$ cat src/hw/rtl/assert_macros.svh
// assert_macros.svh: assertion macros shared by the RTL files.
// No dependencies.
`ifndef ASSERT_MACROS_SVH
`define ASSERT_MACROS_SVH
// implication checked on every clock, disabled in reset
`define ASSERT_IMP(label, clk, rst_n, a, c, msg) \
    label: assert property (@(posedge clk) disable iff (!rst_n) (a) |-> (c)) else $error(msg);
// next-cycle implication
`define ASSERT_NEXT(label, clk, rst_n, a, c, msg) \
    label: assert property (@(posedge clk) disable iff (!rst_n) (a) |=> (c)) else $error(msg);
`endif

$ cat src/hw/rtl/gsbc_pkg.sv
// gsbc_pkg: constants and types for the grid sample block cache.
// No dependencies.
package gsbc_pkg;
    localparam logic [1:0] ST_SAMPLE = 2'd0;
    localparam logic [1:0] ST_FILL_REQ = 2'd1;
    localparam logic [1:0] ST_NO_SAMPLE = 2'd2;
    localparam logic [1:0] ST_ORDER = 2'd3;
    localparam logic [63:0] SLOT_HASH_MUL = 64'd1315423911;
    localparam logic [2:0] CFG_ORIGIN_X = 3'd0;
    localparam logic [2:0] CFG_ORIGIN_Y = 3'd1;
    localparam logic [2:0] CFG_ORIGIN_Z = 3'd2;
    localparam logic [2:0] CFG_SPACING = 3'd3;
    localparam logic [2:0] CFG_SIZE_X = 3'd4;
    localparam logic [2:0] CFG_SIZE_Y = 3'd5;
    localparam logic [2:0] CFG_SIZE_Z = 3'd6;
    localparam logic [2:0] CFG_DEF_MAT = 3'd7;

    // divider handshake
    typedef struct packed {
        logic start;
        logic [64:0] dividend;
        logic [62:0] divisor;
    } div_req_t;
    typedef struct packed {
        logic done;
        logic [64:0] quotient;
        logic rem_zero;
    } div_rsp_t;
endpackage

$ cat src/hw/rtl/gsbc_divider.sv
// gsbc_divider: restoring divider, one quotient bit a cycle over a 65-bit dividend.
// Depends on gsbc_pkg.
`include "assert_macros.svh"
module gsbc_divider
    import gsbc_pkg::*;
(
    input  logic     clk,
    input  logic     rst_n,
    input  div_req_t req,
    output div_rsp_t rsp
);
    logic [64:0] quo_reg, quo_next;
    logic [63:0] rem_reg, rem_next;
    logic [62:0] dsr_reg, dsr_next;
    logic [6:0] cnt_reg, cnt_next;
    logic busy_reg, busy_next;
    logic done_reg, done_next;
    logic [64:0] trial;

    always_comb
    begin
        quo_next = quo_reg;
        rem_next = rem_reg;
        dsr_next = dsr_reg;
        cnt_next = cnt_reg;
        busy_next = busy_reg;
        done_next = 1'b0;
        trial = {rem_reg, quo_reg[64]} - {2'b00, dsr_reg};
        if (req.start)
        begin
            quo_next = req.dividend;
            rem_next = '0;
            dsr_next = req.divisor;
            cnt_next = 7'd65;
            busy_next = 1'b1;
        end
        else if (busy_reg)
        begin
            if (!trial[64])
            begin
                rem_next = trial[63:0];
                quo_next = {quo_reg[63:0], 1'b1};
            end
            else
            begin
                rem_next = {rem_reg[62:0], quo_reg[64]};
                quo_next = {quo_reg[63:0], 1'b0};
            end
            cnt_next = cnt_reg - 7'd1;
            if (cnt_reg == 7'd1)
            begin
                busy_next = 1'b0;
                done_next = 1'b1;
            end
        end
    end

    always_ff @(posedge clk or negedge rst_n)
    begin
        if (!rst_n)
        begin
            busy_reg <= 1'b0;
            done_reg <= 1'b0;
            cnt_reg <= '0;
        end
        else
        begin
            busy_reg <= busy_next;
            done_reg <= done_next;
            cnt_reg <= cnt_next;
        end
    end

    always_ff @(posedge clk)
    begin
        quo_reg <= quo_next;
        rem_reg <= rem_next;
        dsr_reg <= dsr_next;
    end

    assign rsp.done = done_reg;
    assign rsp.quotient = quo_reg;
    assign rsp.rem_zero = (rem_reg == '0);

    `ASSERT_NEXT(a_done_pulse, clk, rst_n, done_reg, !done_reg, "divider done held")
    `ASSERT_IMP(a_busy_cnt, clk, rst_n, busy_reg, cnt_reg != 7'd0, "busy with zero count")
    `ASSERT_IMP(a_done_idle, clk, rst_n, done_reg, !busy_reg, "done while busy")
endmodule

$ cat config.mk
export PLATFORM = sky130hd
export DESIGN_NAME = gsbc_divider
export DESIGN_NICKNAME = d
export VERILOG_FILES = /design/src/hw/rtl/gsbc_pkg.sv /design/src/hw/rtl/gsbc_divider.sv
export VERILOG_INCLUDE_DIRS = /design/src /design/src/hw/rtl
export SDC_FILE = /design/constraint.sdc
export NUM_CORES = 1
export LEC_CHECK = 0
export BUFFER_PORTS_ARGS = -buffer_cell sky130_fd_sc_hd__buf_4
export CAP_MARGIN = 15
export CORE_UTILIZATION = 40
export DETAILED_ROUTE_END_ITERATION = 16
export GPL_TIMING_DRIVEN = 0
export PLACE_DENSITY_LB_ADDON = 0.3
export RECOVER_POWER = 50
export SYNTH_ARGS = -nofsm -noshare
export SYNTH_HDL_FRONTEND = slang
export SYNTH_SLANG_ARGS = --single-unit
export TNS_END_PERCENT = 5
$ cat constraint.sdc
create_clock -name clk -period 3.9 [get_ports clk]
set_clock_uncertainty 0.2 [all_clocks]
set_input_delay 0.195 -clock clk [delete_from_list [all_inputs] [get_ports clk]]
set_output_delay 0.195 -clock clk [all_outputs]
set_load 0.03 [all_outputs]
Word-level counts from Yosys, hierarchy flattened:

Cells that the tools add are included.

* bits of input ports: 131
* logic and storage cells: 23
* register bits after elaboration: 201
* output and inout bits: 67

* reductions and logical operators: 2
* add/subtract/negate cells: 2
* multiplexer cells: 12
* equal/unequal tests: 1

Operator list (count)
* $mux W65: 2
* $sub A65 B63 Y65: 1
* $logic_not A64 Y1: 1
* $mux W64: 1
* $mux W7: 2
* $eq A7 B1 Y1 const B: 1
* $mux W1: 7
* $sub A7 B1 Y7 const B: 1
* $reduce_bool A2 Y1: 1

Logic depth before layout (Yosys ltp):

* word-level depth: 4
* depth in mapped cells: 17
* gate-level depth less buffers: 15

Worst setup path before layout:

OpenSTA, ideal clock, no wires.

* path type: flip-flop to flip-flop
* start: register quo_reg[64]
* end: register rem_reg[62]
* path buffers: 0
* cell stages (with the launch flop): 16
* arrival time: 3554 ps
* setup time: 71 ps
* period minus slack after synthesis: 3824 ps
* required time: 3629 ps
* path slack: 76 ps
* cells stage by stage: edfxtp_1 inv_1 ha_1 fa_1 nor2b_1 o311ai_1 a211oi_2 a21bo_2 a21boi_1 o41ai_2 nand3_1 o31a_1 o41ai_1 xor2_1 nand2_1 a21oi_1

* longest elaborated chain between the ends: 2

RTL lines
* start: declaration: line gsbc_divider.sv:12 `logic [64:0] quo_reg, quo_next;`
* start signal: assignment: line gsbc_divider.sv:76 `quo_reg <= quo_next;`
* $sub A65 B63 Y65: line gsbc_divider.sv:28 `trial = {rem_reg, quo_reg[64]} - {2'b00, dsr_reg};`
* $mux W64: line gsbc_divider.sv:39 `if (!trial[64])`
* end signal: assignment: line gsbc_divider.sv:77 `rem_reg <= rem_next;`
* end: declaration: line gsbc_divider.sv:13 `logic [63:0] rem_reg, rem_next;`

Every way passes these cells.
A chain may end at the register's enable or synchronous reset.

Final worst setup path:

* start: register dsr_reg[0]
* end: register rem_reg[49]

* longest elaborated chain between the ends: 2

RTL lines
* start: declaration: line gsbc_divider.sv:14 `logic [62:0] dsr_reg, dsr_next;`
* start signal: assignment: line gsbc_divider.sv:78 `dsr_reg <= dsr_next;`
* $sub A65 B63 Y65: line gsbc_divider.sv:28
* $mux W64: line gsbc_divider.sv:39

Every way passes these cells.

==> results by group <==
Outcome
  – Status: finished with violations
  – Failing checks: max-capacitance violations, max-slew violations, negative setup slack

Pwr
  – Combinational share of power: 46.0%
  – Power share of the sequential group: 31.3%
  – P_sw: 0.003987 W
  – Power per cell area: 608.7 nW/um^2
  – Total chip power: 0.009976 W
  – Sw frac: 39.96%
  – Clock share of power: 22.8%
  – P_int: 0.005989 W
  – VDD IR max: 0.0003855 V
  – Leak: 6.950 nW

Placed design
  – Dpl cell area: 13,900 sq um
  – Routability congestion estimate: 0.9335
  – Hpwl dp: 25,020 um
  – Placed instance count: 1,818
  – IO buf count: 197
  – Post-Place Worst Slack: -643.4 ps

Global routing
  – Largest net degree at the start of global routing: 65
  – Vias in the first global route: 10,840
  – Gr usage total: 23.12%
  – Initial antenna violation count: 0
  – Remaining Overflow, GRT: 0
  – First-pass GRT wire length: 56,590 um

Route
  – Drt pass-1 iters: 5
  – Antenna-violating nets left: 0
  – Total vias in the final route: 10,900
  – Post-DR vias/cell: 5.452
  – DR iter-0 viols: 900
  – Avg WL per Cell: 18.02 um
  – Final wirelength: 36,040 um
  – Residual DRC: 0

Logic synthesis
  – Syn_nets: 1,433
  – Synth area leader: edfxtp_1
  – Top post-synthesis cells by count: nand2_1, edfxtp_1, a21oi_1, nor2_1, inv_1
  – Ys Warns: 0
  – Top cells by area, synth: edfxtp_1, dfxtp_1, ha_1, mux2_2, nand2_1
  – Number of synthesized flops with an enable pin: 128
  – Yosys reg bits: 201
  – Syn Inst Count: 1,236
  – Async set-reset flop share out of synthesis: 4.478%
  – Top cell type's share of synthesized area: 32.26%
  – Synth Cell Area: 11,920 sq um
  – Yosys cell types: 68
  – Main synth FF type: edfxtp_1
  – Sequential area share after synthesis: 44.90%
  – Synth Area per Inst: 9.641 sq um
  – Most numerous cell in the Yosys netlist: nand2_1

Clocking
  – CTS tree: done
  – CTS buffer count: 24
  – Clk buf depth: 3
  – Clock-pin slew on the worst setup and hold paths: 60 ps
  – Clock latency at the later pin of the worst-skew pair: 540 ps
  – Root Driver: clkbuf_16
  – CTS sink cnt: 201
  – H-tree depth: 1

Floorplan
  – Cell row count: 62
  – Initial core utilization: 41.07%
  – # IOs: 198
  – Core area: 29,010 sq um
  – Die height: 174.6 um
  – Die ar.: 30,490 sq um
  – DIE WIDTH: 174.6 um

STA
  – Slew @ Worst Pin: 1644 ps
  – Final setup viols: 9
  – Fmax: 254.8 MHz
  – Final worst-path cycle share: 100.6%
  – RSZ-0062 raised after global routing: yes
  – Min cycle time layout: 3925 ps
  – Final Hold Viols: 0
  – Final WS setup: -24.99 ps
  – Rel. slew slack: -9.620%
  – Final Max Slew Viols: 65

Setup path
  – Worst EP required: 4170 ps
  – Crit. End Element: flip-flop
  – Crit-path max FO: 7
  – Critical path type: reg -> reg
  – CP startpoint kind: flip-flop
  – Crit path DAT: 4190 ps

Final layout
  – Final instance area: 16,390 sq um
  – Filler cells: 2,563
  – Max FFs per register: 65
  – Final nets: 1,795
  – Post-route insts no fill: 2,000
  – Layout area overhead: 37.54%
  – Layout cells sized above 1: 22.28%
  – Antenna Cells: 0
  – Fin util: 56.49%

Min path
  – Worst hold path class: in -> reg

Job
  – Max Cap Viol: 1
==> final cells by class <==
type / instances / area, sq um / share of cell area, %
multi-input cells: 886 / 6287 / 38.36
flip-flops and latches: 201 / 5353 / 32.66
repair buffers: 342 / 2823 / 17.22
clock buffers: 30 / 653.1 / 3.985
well taps: 384 / 480.5 / 2.932
plain buffers: 61 / 332.8 / 2.031
inverters: 82 / 307.8 / 1.878
clock inverters: 14 / 152.6 / 0.9314
==> cells in the final DEF (no fill, tap or decap), types with 13 or more instances in the layout <==
| cell | instances |
|---|---|
| dfxtp_1 | 62 |
| dlygate4sd3_1 | 130 |
| nor3_1 | 14 |
| a311oi_1 | 29 |
| a21o_1 | 39 |
| xor2_1 | 23 |
| clkbuf_16 | 26 |
| buf_4 | 109 |
| o21ai_0 | 38 |
| nand2_1 | 148 |
| a311oi_2 | 13 |
| nor2_1 | 99 |
| a211oi_1 | 17 |
| nand4_1 | 16 |
| ha_1 | 60 |
| edfxtp_1 | 128 |
| clkbuf_1 | 77 |
| clkbuf_4 | 65 |
| o21bai_1 | 14 |
| xnor2_1 | 40 |
| inv_1 | 81 |
| a21oi_1 | 96 |
| mux2_2 | 65 |
| nor4_1 | 19 |
==> stage by stage <==
stage / hold slack, ps / TNS, ps
floorplan: -300.6 / 0
global placement: -171.8 / -94440
detailed placement: -171.9 / -35230
CTS: 109.4 / -87.78
global route: 174.4 / -10110
finish: 186.0 / -107.7
==> critical path, cell delays in order, from the launching register on <==
cell	delay [ps]
edfxtp_1	410
ha_2	210
fa_2	380
nor2b_4	170
o311ai_4	110
a211oi_4	320
o31ai_4	150
a21oi_2	220
a41o_1	260
a21o_1	210
a41oi_4	210
xnor2_2	260
buf_6	190
buf_4	150
nand3_1	80
a21boi_2	190
o2bb2ai_1	130
==> power by group through the flow <==
| stage | Combinational (W) | Clock [W] | Sequential (W) |
|---|---|---|---|
| floorplan | 0.00254 | 0 | 0.00332 |
| global placement | 0.00388 | 0 | 0.00314 |
| detailed placement | 0.00394 | 0 | 0.00313 |
| CTS | 0.00432 | 0.00232 | 0.00310 |
| global route | 0.00496 | 0.00240 | 0.00317 |
| finish | 0.00459 | 0.00227 | 0.00312 |
==> path summary, 6_finish.rpt <==
| path | end | cells past startpoint | startpoint | slack (ps) |
|---|---|---|---|---|
| max reg2reg | rem_reg[49] | 16 | dsr_reg[0] | -20 |
| max | rem_reg[49] | 16 | dsr_reg[0] | -20 |
| min | dsr_reg[12] | 2 | req[12] | 190 |
| min reg2reg | rem_reg[1] | 2 | rem_reg[1] | 310 |
| max in group asynchronous | cnt_reg[1] | 3 | rst_n | 2690 |
| min in group asynchronous | cnt_reg[3] | 3 | rst_n | 490 |
==> per-layer routing <==
metal	routed length, um	GRT usage, %	up-vias
met2	17310	39.81	408
met4	898	6.449	0
met3	2326	3.764	56
met1	15500	29.91	5194
met5	0	0	-
li1	-	-	5245
==> timing repair <==
item	4_1_cts	5_1_grt
buffers inserted	9	4
gates resized for setup	44	48
setup endpoints to repair	65	65
hold buffers	130	0
cloned	0	2
pin swaps	11	25
endpoints found under the hold margin	137	0
==> kinds of logic after synthesis <==
logic type / after synthesis / synth area share, %
flops: 201 / 44.90
fa+ha+maj: 66 / 6.993
xor+xnor: 65 / 4.840
mux: 66 / 6.226
simple gates: 365 / 13.63
buf+inv: 149 / 4.819
compound gates: 324 / 18.60
Note: power is estimated with default switching activity, not from simulation.
